## config.mk

```make
export PLATFORM = sky130hd
export DESIGN_NAME = rs485_packet_deframer_crc8_unit_flat
export DESIGN_NICKNAME = d
export VERILOG_FILES = /design/src/rpd_pkg.sv /design/src/rpd_if.sv /design/src/rpd_front.sv /design/src/rpd_back.sv /design/src/rs485_packet_deframer_crc8_unit.sv /design/src/flat_wrapper.sv
export SDC_FILE = /design/constraint.sdc
export NUM_CORES = 1
export LEC_CHECK = 0
export BUFFER_PORTS_ARGS = -buffer_cell sky130_fd_sc_hd__buf_2
export CORE_MARGIN = 2
export CORE_UTILIZATION = 35
export DETAILED_ROUTE_END_ITERATION = 6
export PLACE_DENSITY = 0.6
export SLEW_MARGIN = 20
export SYNTH_ARGS = -nofsm -noshare
export SYNTH_HDL_FRONTEND = slang
export SYNTH_SLANG_ARGS = --single-unit
```

## constraint.sdc

```tcl
create_clock -name clk -period 7.4 [get_ports clk]
set_input_delay 0.37 -clock clk [delete_from_list [all_inputs] [get_ports clk]]
set_output_delay 0.37 -clock clk [all_outputs]
set_load 0.01 [all_outputs]
```

## src/rpd_pkg.sv

```systemverilog
// rpd_pkg: shared types, constants and the crc-8 byte step for the rs-485 deframer
// no dependencies
package rpd_pkg;

  // packet kinds as reported on the result channel
  localparam logic [1:0] KIND_CMD = 2'd0;
  localparam logic [1:0] KIND_VAR = 2'd1;
  localparam logic [1:0] KIND_ROM = 2'd2;
  localparam logic [1:0] KIND_HEX = 2'd3;

  // signature and threshold characters
  localparam logic [7:0] CH_A = 8'h41;
  localparam logic [7:0] CH_C = 8'h43;
  localparam logic [7:0] CH_D = 8'h44;
  localparam logic [7:0] CH_E = 8'h45;
  localparam logic [7:0] CH_H = 8'h48;
  localparam logic [7:0] CH_M = 8'h4D;
  localparam logic [7:0] CH_O = 8'h4F;
  localparam logic [7:0] CH_R = 8'h52;
  localparam logic [7:0] CH_V = 8'h56;
  localparam logic [7:0] CH_X = 8'h58;

  // boot command code
  localparam logic [7:0] CMD_BOOT = 8'd24;

  // crc-8 constants, reflected polynomial form
  localparam logic [7:0] CRC_XOR  = 8'h18;
  localparam logic [7:0] CRC_TOP  = 8'h80;
  localparam logic [7:0] CRC_MASK = 8'h7F;

  // register index of device_id
  localparam logic REG_DEVICE_ID = 1'b0;

  // one result item
  typedef struct packed {
    logic [1:0]  packet_kind;
    logic        addressed_here;
    logic [7:0]  command_code;
    logic [15:0] command_tag;
    logic [63:0] hex_payload;
    logic        payload_taken;
    logic [15:0] crc_error_total;
    logic [15:0] hex_total;
    logic        boot_armed_flag;
    logic [15:0] expected_hex_total;
  } res_t;

  // packet length for each kind
  function automatic logic [3:0] pkt_len(input logic [1:0] kind);
    logic [3:0] len;
    unique case (kind)
      KIND_CMD: len = 4'd8;
      KIND_VAR: len = 4'd9;
      default:  len = 4'd13;
    endcase
    return len;
  endfunction

  // one byte through the reflected crc-8, bit at a time
  function automatic logic [7:0] crc8_byte(input logic [7:0] crc, input logic [7:0] b);
    logic [7:0] d;
    logic [7:0] c;
    logic       fb;
    d = crc ^ b;
    c = 8'h00;
    for (int k = 0; k < 8; k++) begin
      fb = c[0] ^ d[0];
      if (fb) c = c ^ CRC_XOR;
      c = (c >> 1) & CRC_MASK;
      if (fb) c = c | CRC_TOP;
      d = d >> 1;
    end
    return c;
  endfunction

endpackage

```

## src/rpd_if.sv

```systemverilog
// rpd_in_if and rpd_out_if: valid/ready channels for received bytes and results
// no package dependencies
interface rpd_in_if;
  logic       valid;
  logic       ready;
  logic [7:0] rx_byte;
  modport source (output valid, output rx_byte, input ready);
  modport sink (input valid, input rx_byte, output ready);
endinterface

interface rpd_out_if;
  logic        valid;
  logic        ready;
  logic [1:0]  packet_kind;
  logic        addressed_here;
  logic [7:0]  command_code;
  logic [15:0] command_tag;
  logic [63:0] hex_payload;
  logic        payload_taken;
  logic [15:0] crc_error_total;
  logic [15:0] hex_total;
  logic        boot_armed_flag;
  logic [15:0] expected_hex_total;
  modport source (output valid, output packet_kind, output addressed_here,
                  output command_code, output command_tag, output hex_payload,
                  output payload_taken, output crc_error_total, output hex_total,
                  output boot_armed_flag, output expected_hex_total, input ready);
  modport sink (input valid, input packet_kind, input addressed_here,
                input command_code, input command_tag, input hex_payload,
                input payload_taken, input crc_error_total, input hex_total,
                input boot_armed_flag, input expected_hex_total, output ready);
endinterface

```

## src/rpd_front.sv

```systemverilog
// rpd_front: two-entry byte queue between the receive channel and the deframer
// no package dependencies
module rpd_front (
  input  logic       clk,
  input  logic       rst_n,
  input  logic       in_valid,
  output logic       in_ready,
  input  logic [7:0] in_data,
  output logic       q_valid,
  output logic [7:0] q_data,
  input  logic       q_pop
);

  logic [7:0] slot_r [2];
  logic       rd_r;
  logic       wr_r;
  logic [1:0] cnt_r;
  logic       push;

  assign in_ready = (cnt_r != 2'd2);
  assign push     = in_valid && in_ready;
  assign q_valid  = (cnt_r != 2'd0);
  assign q_data   = slot_r[rd_r];

  // pointers and count
  always_ff @(posedge clk) begin
    if (!rst_n) begin
      rd_r  <= 1'b0;
      wr_r  <= 1'b0;
      cnt_r <= 2'd0;
    end else begin
      if (push) wr_r <= ~wr_r;
      if (q_pop) rd_r <= ~rd_r;
      cnt_r <= cnt_r + {1'b0, push} - {1'b0, q_pop};
    end
  end

  // byte storage
  always_ff @(posedge clk) begin
    if (push) slot_r[wr_r] <= in_data;
  end

endmodule

```

## src/rpd_back.sv

```systemverilog
// rpd_back: byte buffer, packet classifier, serial crc check, resync and result register
// depends on rpd_pkg
module rpd_back #(
  parameter int BUF_DEPTH = 16
) (
  input  logic            clk,
  input  logic            rst_n,
  input  logic            q_valid,
  input  logic [7:0]      q_data,
  output logic            q_pop,
  input  logic [7:0]      device_id,
  output rpd_pkg::res_t   res,
  output logic            res_valid,
  input  logic            res_ready
);

  localparam int FW = $clog2(BUF_DEPTH + 1);
  localparam int IW = $clog2(BUF_DEPTH);
  localparam logic [FW-1:0] DEPTH_F = FW'(BUF_DEPTH);

  localparam logic [2:0] S_IDLE  = 3'd0;
  localparam logic [2:0] S_EXAM  = 3'd1;
  localparam logic [2:0] S_CRC   = 3'd2;
  localparam logic [2:0] S_CHK   = 3'd3;
  localparam logic [2:0] S_SCAN  = 3'd4;
  localparam logic [2:0] S_SHIFT = 3'd5;
  localparam logic [2:0] S_DONE  = 3'd6;

  logic [2:0]     state_r;
  logic [7:0]     store_r [BUF_DEPTH];
  logic [FW-1:0]  fill_r;
  logic [FW-1:0]  idx_r;
  logic [7:0]     crc_r;
  logic [1:0]     kind_r;
  logic           pend_r;
  rpd_pkg::res_t  pres_r;
  logic [15:0]    err_r;
  logic [15:0]    hexc_r;
  logic           boot_r;
  logic [15:0]    exph_r;
  rpd_pkg::res_t  out_r;
  logic           out_v_r;

  logic [BUF_DEPTH-3:0] trip;
  logic                 sig_ok;
  logic [1:0]           sig_kind;
  logic [FW-1:0]        need;
  logic                 here;
  logic [7:0]           crc_nxt;
  rpd_pkg::res_t        chk_res;
  rpd_pkg::res_t        done_res;

  // three bytes in a row at or above 'A', per start position
  always_comb begin
    for (int i = 0; i < BUF_DEPTH - 2; i++) begin
      trip[i] = (store_r[i] >= rpd_pkg::CH_A) && (store_r[i+1] >= rpd_pkg::CH_A) &&
                (store_r[i+2] >= rpd_pkg::CH_A);
    end
  end

  // signature decode on the first three bytes
  always_comb begin
    sig_ok   = 1'b1;
    sig_kind = rpd_pkg::KIND_CMD;
    priority if (store_r[0] == rpd_pkg::CH_C && store_r[1] == rpd_pkg::CH_M &&
                 store_r[2] == rpd_pkg::CH_D) begin
      sig_kind = rpd_pkg::KIND_CMD;
    end else if (store_r[0] == rpd_pkg::CH_V && store_r[1] == rpd_pkg::CH_A &&
                 store_r[2] == rpd_pkg::CH_R) begin
      sig_kind = rpd_pkg::KIND_VAR;
    end else if (store_r[0] == rpd_pkg::CH_R && store_r[1] == rpd_pkg::CH_O &&
                 store_r[2] == rpd_pkg::CH_M) begin
      sig_kind = rpd_pkg::KIND_ROM;
    end else if (store_r[0] == rpd_pkg::CH_H && store_r[1] == rpd_pkg::CH_E &&
                 store_r[2] == rpd_pkg::CH_X) begin
      sig_kind = rpd_pkg::KIND_HEX;
    end else begin
      sig_ok = 1'b0;
    end
  end

  assign need    = FW'(rpd_pkg::pkt_len(kind_r));
  assign here    = (store_r[3] == device_id);
  assign crc_nxt = rpd_pkg::crc8_byte(crc_r, store_r[idx_r[IW-1:0]]);
  assign q_pop   = (state_r == S_IDLE) && q_valid && !out_v_r;
  assign res       = out_r;
  assign res_valid = out_v_r;

  // result fields of the packet just checked
  always_comb begin
    chk_res = '0;
    chk_res.packet_kind    = kind_r;
    chk_res.addressed_here = here;
    if (kind_r == rpd_pkg::KIND_CMD) begin
      chk_res.command_code = store_r[4];
      chk_res.command_tag  = {store_r[6], store_r[5]};
    end else if (kind_r == rpd_pkg::KIND_HEX) begin
      chk_res.hex_payload   = {store_r[11], store_r[10], store_r[9], store_r[8],
                               store_r[7], store_r[6], store_r[5], store_r[4]};
      chk_res.payload_taken = here && boot_r;
    end
  end

  // last accepted packet with the counters at the end of the request
  always_comb begin
    done_res = pres_r;
    done_res.crc_error_total    = err_r;
    done_res.hex_total          = hexc_r;
    done_res.boot_armed_flag    = boot_r;
    done_res.expected_hex_total = exph_r;
  end

  // sequencer and control state
  always_ff @(posedge clk) begin
    if (!rst_n) begin
      state_r <= S_IDLE;
      fill_r  <= '0;
      idx_r   <= '0;
      pend_r  <= 1'b0;
      err_r   <= '0;
      hexc_r  <= '0;
      boot_r  <= 1'b0;
      exph_r  <= '0;
      out_v_r <= 1'b0;
    end else begin
      if (out_v_r && res_ready) out_v_r <= 1'b0;
      unique case (state_r)
        S_IDLE: begin
          if (q_pop) begin
            pend_r <= 1'b0;
            if (fill_r < DEPTH_F) fill_r <= fill_r + 1'b1;
            state_r <= S_EXAM;
          end
        end
        S_EXAM: begin
          if (fill_r < FW'(3)) begin
            state_r <= S_DONE;
          end else if (sig_ok) begin
            kind_r <= sig_kind;
            if (fill_r < FW'(rpd_pkg::pkt_len(sig_kind))) begin
              state_r <= S_DONE;
            end else begin
              crc_r   <= 8'h00;
              idx_r   <= '0;
              state_r <= S_CRC;
            end
          end else begin
            idx_r   <= FW'(1);
            state_r <= S_SCAN;
          end
        end
        S_CRC: begin
          crc_r <= crc_nxt;
          idx_r <= idx_r + 1'b1;
          if (idx_r == need - 1'b1) state_r <= S_CHK;
        end
        S_CHK: begin
          if (crc_r == 8'h00) begin
            pend_r <= 1'b1;
            pres_r <= chk_res;
            if (kind_r == rpd_pkg::KIND_CMD) begin
              if (here && store_r[4] == rpd_pkg::CMD_BOOT) begin
                boot_r <= 1'b1;
                exph_r <= {store_r[6], store_r[5]};
              end
            end else if (kind_r == rpd_pkg::KIND_HEX) begin
              if (here && boot_r) hexc_r <= hexc_r + 16'd1;
            end
            idx_r   <= need;
            state_r <= S_SHIFT;
          end else begin
            err_r   <= err_r + 16'd1;
            idx_r   <= FW'(1);
            state_r <= S_SCAN;
          end
        end
        S_SCAN: begin
          if ({1'b0, idx_r} + (FW+1)'(2) < {1'b0, fill_r}) begin
            if (trip[idx_r[IW-1:0]]) state_r <= S_SHIFT;
            else idx_r <= idx_r + 1'b1;
          end else begin
            fill_r  <= '0;
            state_r <= S_DONE;
          end
        end
        S_SHIFT: begin
          if (idx_r == '0) begin
            state_r <= S_EXAM;
          end else begin
            idx_r  <= idx_r - 1'b1;
            fill_r <= fill_r - 1'b1;
          end
        end
        S_DONE: begin
          if (pend_r) begin
            out_v_r <= 1'b1;
            out_r   <= done_res;
          end
          state_r <= S_IDLE;
        end
        default: state_r <= S_IDLE;
      endcase
    end
  end

  // byte buffer: append at the fill point, shift left one place per cycle
  always_ff @(posedge clk) begin
    if (state_r == S_SHIFT && idx_r != '0) begin
      for (int j = 0; j < BUF_DEPTH - 1; j++) store_r[j] <= store_r[j+1];
    end else if (q_pop && fill_r < DEPTH_F) begin
      store_r[fill_r[IW-1:0]] <= q_data;
    end
  end

endmodule

```

## src/rs485_packet_deframer_crc8_unit.sv

```systemverilog
// rs485_packet_deframer_crc8_unit: top level with byte queue, deframer and apb register
// depends on rpd_pkg, rpd_if, rpd_front, rpd_back
//
// Received bytes enter a two-entry queue and are handled one at a time by the
// deframer, which appends each byte to a BUF_DEPTH-entry buffer and checks for
// CMD, VAR, ROM or HEX packets. A packet check runs the CRC-8 one buffer byte
// per cycle and then shifts the buffer left one place per cycle to drop the
// packet before the buffer is examined again. A CRC failure or unknown
// signature scans for the next run of three bytes at or above 'A' and shifts
// the buffer to it, or empties the buffer if there is none; each further packet
// left in the buffer repeats the examination. A byte is only taken from the
// queue while the result register is empty. device_id sits at byte address 0
// of the APB port.
module rs485_packet_deframer_crc8_unit #(
  parameter int BUF_DEPTH = 16
) (
  input  logic         clk,
  input  logic         rst_n,
  rpd_in_if.sink       in_ch,
  rpd_out_if.source    out_ch,
  input  logic         cfg_psel,
  input  logic         cfg_penable,
  input  logic         cfg_pwrite,
  input  logic [2:0]   cfg_paddr,
  input  logic [31:0]  cfg_pwdata,
  output logic [31:0]  cfg_prdata,
  output logic         cfg_pready
);

  logic          q_valid;
  logic [7:0]    q_data;
  logic          q_pop;
  logic [7:0]    device_id_r;
  rpd_pkg::res_t res;
  logic          res_valid;

  // configuration register
  assign cfg_pready = 1'b1;
  always_ff @(posedge clk) begin
    if (!rst_n) begin
      device_id_r <= 8'd1;
    end else if (cfg_psel && cfg_penable && cfg_pwrite &&
                 cfg_paddr[2] == rpd_pkg::REG_DEVICE_ID) begin
      device_id_r <= cfg_pwdata[7:0];
    end
  end
  assign cfg_prdata = (cfg_paddr[2] == rpd_pkg::REG_DEVICE_ID) ? {24'h0, device_id_r} : 32'h0;

  // front queue
  rpd_front u_front (
    .clk      (clk),
    .rst_n    (rst_n),
    .in_valid (in_ch.valid),
    .in_ready (in_ch.ready),
    .in_data  (in_ch.rx_byte),
    .q_valid  (q_valid),
    .q_data   (q_data),
    .q_pop    (q_pop)
  );

  // deframer
  rpd_back #(.BUF_DEPTH(BUF_DEPTH)) u_back (
    .clk       (clk),
    .rst_n     (rst_n),
    .q_valid   (q_valid),
    .q_data    (q_data),
    .q_pop     (q_pop),
    .device_id (device_id_r),
    .res       (res),
    .res_valid (res_valid),
    .res_ready (out_ch.ready)
  );

  // result channel
  assign out_ch.valid              = res_valid;
  assign out_ch.packet_kind        = res.packet_kind;
  assign out_ch.addressed_here     = res.addressed_here;
  assign out_ch.command_code       = res.command_code;
  assign out_ch.command_tag        = res.command_tag;
  assign out_ch.hex_payload        = res.hex_payload;
  assign out_ch.payload_taken      = res.payload_taken;
  assign out_ch.crc_error_total    = res.crc_error_total;
  assign out_ch.hex_total          = res.hex_total;
  assign out_ch.boot_armed_flag    = res.boot_armed_flag;
  assign out_ch.expected_hex_total = res.expected_hex_total;

`ifndef NO_ASSERTIONS
  a_taken: assert property (@(posedge clk) disable iff (!rst_n)
    res_valid && res.payload_taken |->
      res.packet_kind == rpd_pkg::KIND_HEX && res.addressed_here && res.boot_armed_flag)
    else $error("payload taken outside armed hex packet");
  a_code: assert property (@(posedge clk) disable iff (!rst_n)
    res_valid && res.packet_kind != rpd_pkg::KIND_CMD |->
      res.command_code == 8'h00 && res.command_tag == 16'h0000)
    else $error("command fields set on non-command packet");
  a_pay: assert property (@(posedge clk) disable iff (!rst_n)
    res_valid && res.packet_kind != rpd_pkg::KIND_HEX |-> res.hex_payload == 64'h0)
    else $error("payload set on non-hex packet");
  a_pop: assert property (@(posedge clk) disable iff (!rst_n)
    q_pop |-> q_valid && !res_valid)
    else $error("byte popped while result pending");
`endif

endmodule

```

## src/flat_wrapper.sv

```systemverilog
// flat-port wrapper written by rule: the top's interface ports become plain ports
module rs485_packet_deframer_crc8_unit_flat 
#(
  parameter int BUF_DEPTH = 16
)
  (clk, rst_n, cfg_psel, cfg_penable, cfg_pwrite, cfg_paddr, cfg_pwdata, cfg_prdata, cfg_pready, in_ch_valid, in_ch_rx_byte, in_ch_ready, out_ch_valid, out_ch_packet_kind, out_ch_addressed_here, out_ch_command_code, out_ch_command_tag, out_ch_hex_payload, out_ch_payload_taken, out_ch_crc_error_total, out_ch_hex_total, out_ch_boot_armed_flag, out_ch_expected_hex_total, out_ch_ready);
  rpd_in_if in_ch_i ();
  rpd_out_if out_ch_i ();
  input  logic clk;
  input  logic rst_n;
  input  logic cfg_psel;
  input  logic cfg_penable;
  input  logic cfg_pwrite;
  input  logic [2:0] cfg_paddr;
  input  logic [31:0] cfg_pwdata;
  output logic [31:0] cfg_prdata;
  output logic cfg_pready;
  input wire logic [$bits(in_ch_i.valid)-1:0] in_ch_valid;
  input wire logic [$bits(in_ch_i.rx_byte)-1:0] in_ch_rx_byte;
  output wire logic [$bits(in_ch_i.ready)-1:0] in_ch_ready;
  output wire logic [$bits(out_ch_i.valid)-1:0] out_ch_valid;
  output wire logic [$bits(out_ch_i.packet_kind)-1:0] out_ch_packet_kind;
  output wire logic [$bits(out_ch_i.addressed_here)-1:0] out_ch_addressed_here;
  output wire logic [$bits(out_ch_i.command_code)-1:0] out_ch_command_code;
  output wire logic [$bits(out_ch_i.command_tag)-1:0] out_ch_command_tag;
  output wire logic [$bits(out_ch_i.hex_payload)-1:0] out_ch_hex_payload;
  output wire logic [$bits(out_ch_i.payload_taken)-1:0] out_ch_payload_taken;
  output wire logic [$bits(out_ch_i.crc_error_total)-1:0] out_ch_crc_error_total;
  output wire logic [$bits(out_ch_i.hex_total)-1:0] out_ch_hex_total;
  output wire logic [$bits(out_ch_i.boot_armed_flag)-1:0] out_ch_boot_armed_flag;
  output wire logic [$bits(out_ch_i.expected_hex_total)-1:0] out_ch_expected_hex_total;
  input wire logic [$bits(out_ch_i.ready)-1:0] out_ch_ready;
  assign in_ch_i.valid = in_ch_valid;
  assign in_ch_i.rx_byte = in_ch_rx_byte;
  assign in_ch_ready = in_ch_i.ready;
  assign out_ch_valid = out_ch_i.valid;
  assign out_ch_packet_kind = out_ch_i.packet_kind;
  assign out_ch_addressed_here = out_ch_i.addressed_here;
  assign out_ch_command_code = out_ch_i.command_code;
  assign out_ch_command_tag = out_ch_i.command_tag;
  assign out_ch_hex_payload = out_ch_i.hex_payload;
  assign out_ch_payload_taken = out_ch_i.payload_taken;
  assign out_ch_crc_error_total = out_ch_i.crc_error_total;
  assign out_ch_hex_total = out_ch_i.hex_total;
  assign out_ch_boot_armed_flag = out_ch_i.boot_armed_flag;
  assign out_ch_expected_hex_total = out_ch_i.expected_hex_total;
  assign out_ch_i.ready = out_ch_ready;
  rs485_packet_deframer_crc8_unit #(.BUF_DEPTH(BUF_DEPTH)) u_core (.clk(clk), .rst_n(rst_n), .in_ch(in_ch_i), .out_ch(out_ch_i), .cfg_psel(cfg_psel), .cfg_penable(cfg_penable), .cfg_pwrite(cfg_pwrite), .cfg_paddr(cfg_paddr), .cfg_pwdata(cfg_pwdata), .cfg_prdata(cfg_prdata), .cfg_pready(cfg_pready));
endmodule
```

==> results of run 1 <==
==> logic make-up after synthesis <==
logic type	Yosys count
XOR/XNOR	64
AO/OA/AOI/OAI	234
multiplexers	77
flip-flops	468
adder cells (fa/ha/maj)	18
AND/OR/NAND/NOR	515
other	2
buffers and inverters	123
==> state kept, by name, indices dropped and copies added (netlist names), 2 cells and up, named ones only <==
name,cells
u_core.u_back.state_r,3
u_core.u_back.fill_r,5
u_core.u_back.exph_r,16
u_core.u_back.store_r,128
u_core.u_back.done_res,92
u_core.u_back.hexc_r,16
u_core.u_back.idx_r,5
u_core.u_front.slot_r,16
u_core.u_back.crc_r,8
u_core.u_back.res,141
u_core.device_id_r,8
u_core.u_back.kind_r,2
u_core.u_back.err_r,16
u_core.u_front.cnt_r,2
==> worst reg2reg max path, delay by kind of cell, from the launching register on <==
kind / cells / cell delay, ps
fa+ha+maj: 1 / 320
simple gates: 6 / 1890
compound gates: 4 / 1070
flops: 1 / 430
==> Yosys cell counts (17+ instances only) <==
cell type and count:
and3_1 75, mux2i_1 39, o21ai_0 82, a21oi_1 74, dfxtp_1 81, mux4_2 37
buf_4 25, clkbuf_1 65, nor4_1 18, inv_1 22, xnor2_1 44, edfxtp_1 387
nor2b_1 34, xor2_1 20, a21boi_0 17, nand2_1 134, and2_1 55, nor2_1 102
==> worst paths after layout <==
check                                end  slack, ps  depth (start not counted)
setup / recovery  u_core.u_back.idx_r[4]       3590                         11
hold / removal     u_core.device_id_r[2]         30                          3
setup reg to reg  u_core.u_back.idx_r[4]       3590                         11
hold reg to reg   u_core.u_back.res[106]        400                          0
==> area by class of cell <==
| cell class | instances | area, sq um |
|---|---|---|
| Tap cell | 756 | 946 |
| Multi-Input combinational cell | 933 | 6270 |
| Inverter | 23 | 86.3 |
| Clock buffer | 63 | 1320 |
| Fill cell | 5242 | 33000 |
| Clock inverter | 29 | 354 |
| Sequential cell | 468 | 13200 |
| Timing Repair Buffer | 209 | 1170 |
==> through the flow <==
step | util (%) | hold slack [ps] | power, mW
finish | 41.5 | 31.2 | 6.97
global route | 41.5 | 3.80 | 7.27
CTS | 41.5 | 6.86 | 7.03
detailed placement | 38.2 | 405 | 4.47
global placement | 38.2 | 403 | 4.46
floorplan | - | 400 | 4.09
==> metal layers <==
| metal | part of all wire (%) | GRT usage, % |
|---|---|---|
| met1 | 41 | 21.7 |
| met2 | 48 | 27.7 |
| met3 | 8.0 | 4.33 |
| met4 | 3.0 | 5.85 |
| met5 | 0 | 0 |
==> report_power, final <==
part           internal, mW  switching [mW]  leakage, nW
registers              2.96           0.172         4.13
logic                 0.548           0.758         3.46
clock network          1.49            1.05        0.811
==> flow_summary.toml, run 1 <==
[run_status]
outcome = "completed"

[detailed_routing]
drt_iter0_markers = 1188
first_pass_iters = 7
vias = 12800
drc = 0
via_per_inst = 5.14
wire_per_inst_um = 20.3
wl_um = 50400
ant_nets = 0

[sta]
hold_violations = 0
worst_slew_pin_slew_ps = 1110
rsz0062_at_grt = "no"
period_minus_slack_ps = 3810
tns_ps = 0
max_freq_ghz = 0.262
final-setup-viol-count = 0
fin_crit_sh_pct = 51.6
finClkSkew_ps = 52.6
final_max_slew_viol_count = 0
worst_slack_ps = 3590
max-slew-margin-rel_pct = 25.5

[synth]
yosysUniqueCellTypes = 71
yosys.area.top_type_share_pct = 58.2
synth_xor_xnor_area_share_pct = 2.81
syn-cell-area_sq_mm = 0.0200
synth_cells = 1501
ys.flop_type = "edfxtp_1"
synthMuxAreaShare_pct = 6.26
synth_edf_count = 387
synth_adder_area_share_pct = 1.20
synth_area_leaders = "edfxtp_1 (58%), dfxtp_1 (8.1%), mux4_2 (4.2%), nand2_1 (2.5%), and3_1 (2.3%)"
synth_top_family_by_area = "simple AND/OR/NAND/NOR gates"
async_flop_share_pct = 0
seq_area_frac_synth_pct = 66.3
synthSimpleGateAreaFrac_pct = 13.4
yosys_register_bits = 468
syn_area_per_cell_sq_um = 13.3
synth.yosys.warnings = 0
synth_top_area_cell = "edfxtp_1"
synth-compound-area-share_pct = 7.18

[floorplanning]
die_w_um = 243
row_count = 87
die_h_um = 243
dieArea_sq_mm = 0.0590
initial_core_util_pct = 35.4
core_region_area_sq_mm = 0.0564
io_pins = 226

[min_path]
hold_start = "cfg_pwdata[2]"
hp-class = "in -> reg"

[cts]
postCtsSetupBuffers = 0
tritoncts = "built"
insertion_delay_ps = 620
cts_root_buf = "clkbuf_16"
holdBufCountCts = 15
clkSinkCount = 468
clk_pin_slew_ps = 60
cts_buffers = 50
h-tree-depth = 2
clockBufferDepth = 3
cts_resized = 0

[placed_design]
finalWeightedCongestion = 0.881
place_area_sq_mm = 0.0216
port_buffers = 174
place_ws_ps = 3680
dpl.cell_count = 2374
hpwl_um = 33400

[power_and_ir_drop]
peakVddDrop_mv = 0.169
power.leakage_nw = 8.40
power_density_mw_per_mm2 = 298

[finish]
fin_area_sq_mm = 0.0234
syn_to_final_growth_pct = 17.1
final_common_cell = "edfxtp_1"
final_cell_mix = "edfxtp_1 (387), buf_2 (174), nand2_1 (134), nor2_1 (102), dfxtp_1 (80)"
diodes = 0
fin_nets = 1753
drive_above_1_share_pct = 18.6
stdcell_count = 2481

[critical_path]
path_buf_inv = 0
cp-end-kind = "flop"
cp_max_fo = 5
arrival_ps = 4310
critPathTopFamily = "simple AND/OR/NAND/NOR gates"
path_cells = "nand4b_1 > or4_1 > nor4_1 > a21oi_1 > ha_1 > nand3_1 > o311ai_2 > nor4_2 > nor3_1 > o21ai_0 > a311o_1"
startpoint = "u_core.u_back.store_r[1][7]"
cp-start-kind = "flop"
cp.required_ps = 7900
r2r-start = "u_core.u_back.store_r[1][7]"
cpPeakStageDelay_ps = 540
critPathSlowestCell = "or4_1"
path_class = "reg -> reg"

[global_routing]
grt_usage_pct = 16.9
overflow = 0
grt_pass1_vias = 12600
grt_pass1_wl_um = 76600
antenna_found_initial = 1
grt_max_degree = 87

[flow_run]
drv_cap = 0
(Power assumes the default switching activity.)
==> run 2: changes to the inputs <==
PLACE_DENSITY = 0.62   (was 0.6)
clock period = 3.5 ns   (was 7.4 ns; I/O delays follow)
==> flow_summary.toml, run 2 (same netlist as run 1, synthesis figures left out) <==
[detailed_routing]
vias = 13100
first_pass_iters = 7
ant_nets = 0
wl_um = 51900
via_per_inst = 5.15
wire_per_inst_um = 20.4
drc = 0
drt_iter0_markers = 1048

[placed_design]
port_buffers = 174
place_area_sq_mm = 0.0221
finalWeightedCongestion = 0.907
hpwl_um = 35300

[sta]
hold_violations = 0
final-setup-viol-count = 0
worst_slew_pin_slew_ps = 769
tns_ps = 0
fin_crit_sh_pct = 94.9
max-slew-margin-rel_pct = 48.7
max_freq_ghz = 0.301
final_max_slew_viol_count = 0
finClkSkew_ps = 31.4
rsz0062_at_grt = "no"
period_minus_slack_ps = 3320

[critical_path]
critPathSlowestCell = "or4_1"
critPathTopFamily = "simple AND/OR/NAND/NOR gates"
path_buf_inv = 1
arrival_ps = 3860
path_cells = "nand4b_1 > or4_1 > nor4_1 > buf_4 > a21oi_1 > ha_1 > nand3_1 > o311ai_2 > nor4_2 > nor3_2 > and2_4 > mux2i_1"
cp-start-kind = "flop"
path_class = "reg -> reg"
cp_max_fo = 8
cp-end-kind = "flop"
cpPeakStageDelay_ps = 510
cp.required_ps = 4030

[global_routing]
grt_util_met2_pct = 28.8
grt_pass1_vias = 12700
busiest_layer = "met2"
grt_use_met3_pct = 3.27
overflow = 0
antenna_found_initial = 0
grt_pass1_wl_um = 78100
grt_max_degree = 87
met1_usage_pct = 22.6
grt_usage_pct = 17.3

[power_and_ir_drop]
peakVddDrop_mv = 0.377
power.leakage_nw = 8.78
power_density_mw_per_mm2 = 656

[run_status]
outcome = "completed"

[finish]
syn_to_final_growth_pct = 19.8
diodes = 0
fillers = 5276
final_cell_mix = "edfxtp_1 (387), buf_2 (174), nand2_1 (134), nor2_1 (102), o21ai_0 (81)"
fin_nets = 1813
fin_area_sq_mm = 0.0239
final_common_cell = "edfxtp_1"
largest_reg_flops = 141
drive_above_1_share_pct = 21.5

[floorplanning]
io_pins = 226
dieArea_sq_mm = 0.0590
die_w_um = 243
die_h_um = 243
initial_core_util_pct = 35.4
row_count = 87
core_region_area_sq_mm = 0.0564

[cts]
clk_pin_slew_ps = 70
postCtsSetupBuffers = 0
h-tree-depth = 2
tritoncts = "built"
clockBufferDepth = 3
cts_root_buf = "clkbuf_16"
insertion_delay_ps = 610
clkSinkCount = 468
cts_buffers = 49

[flow_run]
drv_cap = 0

[min_path]
hp-class = "in -> reg"
run 2: repair_timing:
action | in CTS | in global routing
hold buffers | 17 | 0
resized for setup | 1 | 2
endpoints found under the setup margin | 2 | 15
endpoints found under the hold margin | 25 | 0
pin swaps | 0 | 1
run 2: worst paths after layout:
check / depth (start not counted) / start / end / slack [ps]
worst max-delay path: 12 / u_core.u_back.store_r[1][7] / flop / 180
worst min-delay path: 4 / in_ch_valid / u_core.u_front.wr_r / 60
worst max register to register: 12 / u_core.u_back.store_r[1][7] / flop / 180
worst min register to register: 0 / u_core.u_back.done_res[133] / u_core.u_back.res[133] / 410
run 2: where the power goes:
part | total [mW] | switching [mW] | internal [mW] | leakage (nW)
registers | 6.59 | 0.301 | 6.29 | 4.08
logic | 3.67 | 2.12 | 1.55 | 3.87
clock network | 5.45 | 2.24 | 3.21 | 0.825
total | 15.7 | 4.67 | 11.0 | 8.78
run 2: final cells by class:
cell class                      count  area, sq um  share of cell area (%)
Clock buffer                       56         1260                    5.27
Multi-Input combinational cell    933         6270                    26.2
Tap cell                          756          946                    3.95
Sequential cell                   468        13200                    55.3
Inverter                           23         86.3                   0.361
Clock inverter                     36          428                    1.79
Timing Repair Buffer              270         1700                    7.09
run 2: routing by layer:
layer	vias to the layer above	wire length [um]
li1	6040	-
met1	6407	21100
met2	525	25100
met3	122	3960
met4	0	1740
met5	-	0
run 2: worst reg2reg max path, delay by kind of cell (launching register included):
kind	cells	cell delay (ps)
adder cells (fa/ha/maj)	1	310
flip-flops	1	390
AO/OA/AOI/OAI	2	430
multiplexers	1	210
buffers and inverters	1	160
AND/OR/NAND/NOR	7	1760
run 2: per-stage QoR:
stage | hold slack [ps] | utilization (%) | std cells | setup WS, ps | power (mW)
5_1_grt | 87.1 | 42.4 | 2542 | 3.64 | 16.3
4_1_cts | 20.2 | 42.4 | 2542 | 70.6 | 15.8
3_3_place_gp | 362 | 39.1 | 2433 | 76.7 | 10.2
2_1_floorplan | 274 | - | 1524 | 216 | 9.10
6_report | 58.2 | 42.4 | 2542 | 179 | 15.7
3_5_place_dp | 372 | 39.1 | 2433 | 45.6 | 10.3
==> run 3: changes to the inputs <==
SYNTH_HIERARCHICAL = 1   (was unset)
==> flow_summary.toml, run 3 <==
[synth]
synth_adder_area_share_pct = 1.12
synth_top_cells_by_count = "edfxtp_1 (387), mux2_2 (128), nor2_1 (98)"
synthSimpleGateAreaFrac_pct = 11.7
synth.yosys.warnings = 6
syn-cell-area_sq_mm = 0.0203
syn_area_per_cell_sq_um = 14.5
yosys.area.top_type_share_pct = 57.2
synth_area_leaders = "edfxtp_1 (57%), dfxtp_1 (8.0%), mux2_2 (7.1%), mux4_2 (4.2%), and3_1 (2.2%)"
yosys_register_bits = 468
synth_xor_xnor_area_share_pct = 2.72
synth_edf_count = 387
synth_top_family_by_area = "multiplexers"
synthMuxAreaShare_pct = 13.0
ys.flop_type = "edfxtp_1"
seq_area_frac_synth_pct = 65.2
synth_cells = 1399
synth-compound-area-share_pct = 3.72
synth_top_area_cell = "edfxtp_1"
synth.most_common_cell = "edfxtp_1"
yosysUniqueCellTypes = 76
async_flop_share_pct = 0

[finish]
final_core_util_pct = 42.0
fin_nets = 1697
final_common_cell = "edfxtp_1"
final_cell_mix = "edfxtp_1 (387), buf_2 (174), mux2_2 (128), nor2_1 (94), dfxtp_1 (80)"
drive_above_1_share_pct = 30.5
fillers = 5277
largest_reg_flops = 141
syn_to_final_growth_pct = 18.9
diodes = 0

[power_and_ir_drop]
power.leakage_nw = 8.57
power_density_mw_per_mm2 = 619
swShare_pct = 28.1
p_int_mw = 10.7
total_power_mw = 14.9
combPwrFrac_pct = 21.1
power_switching_mw = 4.20
pwr-share-seq_pct = 43.2
clkPwrFrac_pct = 35.7
peakVddDrop_mv = 0.364

[critical_path]
worstRegToRegCells = 12
arrival_ps = 3810
r2r_slack_ps = 200
cp-start-kind = "flop"
cp.required_ps = 4000
cp_max_fo = 5
cp-end-kind = "flop"
startpoint = "u_core/u_back/store_r[1][5]"
r2r-start = "u_core/u_back/store_r[1][5]"
path_class = "reg -> reg"

[sta]
whs_ps = 226
period_minus_slack_ps = 3300
max_freq_ghz = 0.303
final_max_slew_viol_count = 0
tns_ps = 0
fin_crit_sh_pct = 94.4
hold_violations = 0
worst_slew_pin_slew_ps = 793
max-slew-margin-rel_pct = 46.9
final-setup-viol-count = 0
finClkSkew_ps = 18.2
rsz0062_at_grt = "no"

[min_path]
holdPathStages = 3
hold_start = "cfg_penable"
hp-class = "in -> reg"
worstHoldEndpoint = "u_core/device_id_r[7]"

[cts]
insertion_delay_ps = 580
clockBufferDepth = 3
clk_pin_slew_ps = 60
cts_buffers = 51
cts_root_buf = "clkbuf_16"
clkSinkCount = 468
h-tree-depth = 2
tritoncts = "built"

[floorplanning]
dieArea_sq_mm = 0.0600
initial_core_util_pct = 35.3
die_h_um = 245
io_pins = 226
die_w_um = 245
core_region_area_sq_mm = 0.0575
row_count = 88

[detailed_routing]
vias = 12700
drt_iter0_markers = 1126
via_per_inst = 5.20
wl_um = 51300
wl_met2_um = 24200
first_pass_iters = 6
wl_met1_um = 21800
ant_nets = 0
highest_layer = "met4"
wire_per_inst_um = 21.1
drc = 0
met3_length_um = 4090

[placed_design]
port_buffers = 174
hpwl_um = 35600
finalWeightedCongestion = 0.897

[global_routing]
grt_usage_pct = 16.7
grt_pass1_vias = 12300
antenna_found_initial = 1
grt_pass1_wl_um = 76100
grt_max_degree = 66
overflow = 0

[run_status]
outcome = "completed"

[flow_run]
drv_cap = 0
==> run 3: timing repair <==
action	CTS	global route
buffers inserted	0	1
hold buffers	19	0
endpoints found under the hold margin	27	0
pin swaps	0	6
gates resized for setup	2	10
endpoints found under the setup margin	9	16
==> run 3: cells by family (layout without fill, tap and decap cells) <==
family	Yosys count	count (layout)
multiplexers	200	200
XOR/XNOR	63	63
buffers and inverters	101	348
AND/OR/NAND/NOR	431	431
flip-flops	468	468
adder cells (fa/ha/maj)	17	17
other	2	25
AO/OA/AOI/OAI	117	117
==> run 3: per-layer routing <==
| metal | GRT usage [%] | up-vias |
|---|---|---|
| li1 | - | 5748 |
| met1 | 22.5 | 6231 |
| met2 | 26.8 | 585 |
| met3 | 3.64 | 91 |
| met4 | 5.36 | 0 |
| met5 | 0 | - |
==> run 3: how the worst max path moves through the flow <==
stage                             endpoint  slack (ps)
floorplan             u_core/u_back/res[0]         130
global placement    u_core/u_back/crc_r[7]          50
detailed placement  u_core/u_back/crc_r[7]         -60
CTS                                   flop          60
global route                          flop          70
finish                                flop         200
==> run 3: layout make-up <==
class | instances | area [sq um] | area share (%)
clock buffers | 59 | 1370 | 5.68
flip-flops and latches | 468 | 13200 | 54.9
multi-input cells | 853 | 6710 | 27.8
well taps | 765 | 957 | 3.97
repair buffers | 239 | 1490 | 6.15
inverters | 17 | 63.8 | 0.264
clock inverters | 33 | 310 | 1.29
==> run 3: power groups by stage <==
stage | Combinational (mW) | Clock, mW | Sequential, mW
after detailed placement | 3.03 | 0 | 6.57
after floorplan | 2.19 | 0 | 6.46
final | 3.15 | 5.33 | 6.46
after CTS | 3.08 | 5.48 | 6.45
after global placement | 3.00 | 0 | 6.56
after global routing | 3.36 | 5.70 | 6.47
==> run 3: worst max-delay path, stage by stage, from the launching register on <==
cell	delay, ps
edfxtp_1	390
or4b_4	560
nor3_1	230
and3_1	270
a21oi_1	110
ha_1	320
nand3_1	110
a21oi_2	160
a221o_1	220
buf_6	120
o21ai_4	70
or4_4	560
a21oi_2	140
==> run 3: through the flow <==
stage	worst slack (ps)	cell area, sq um	instances
2_1_floorplan	129	20400	1422
3_3_place_gp	49.5	22200	2322
3_5_place_dp	-59.6	22200	2322
4_1_cts	64.5	24100	2433
5_1_grt	68.7	24100	2434
6_report	196	24100	2434
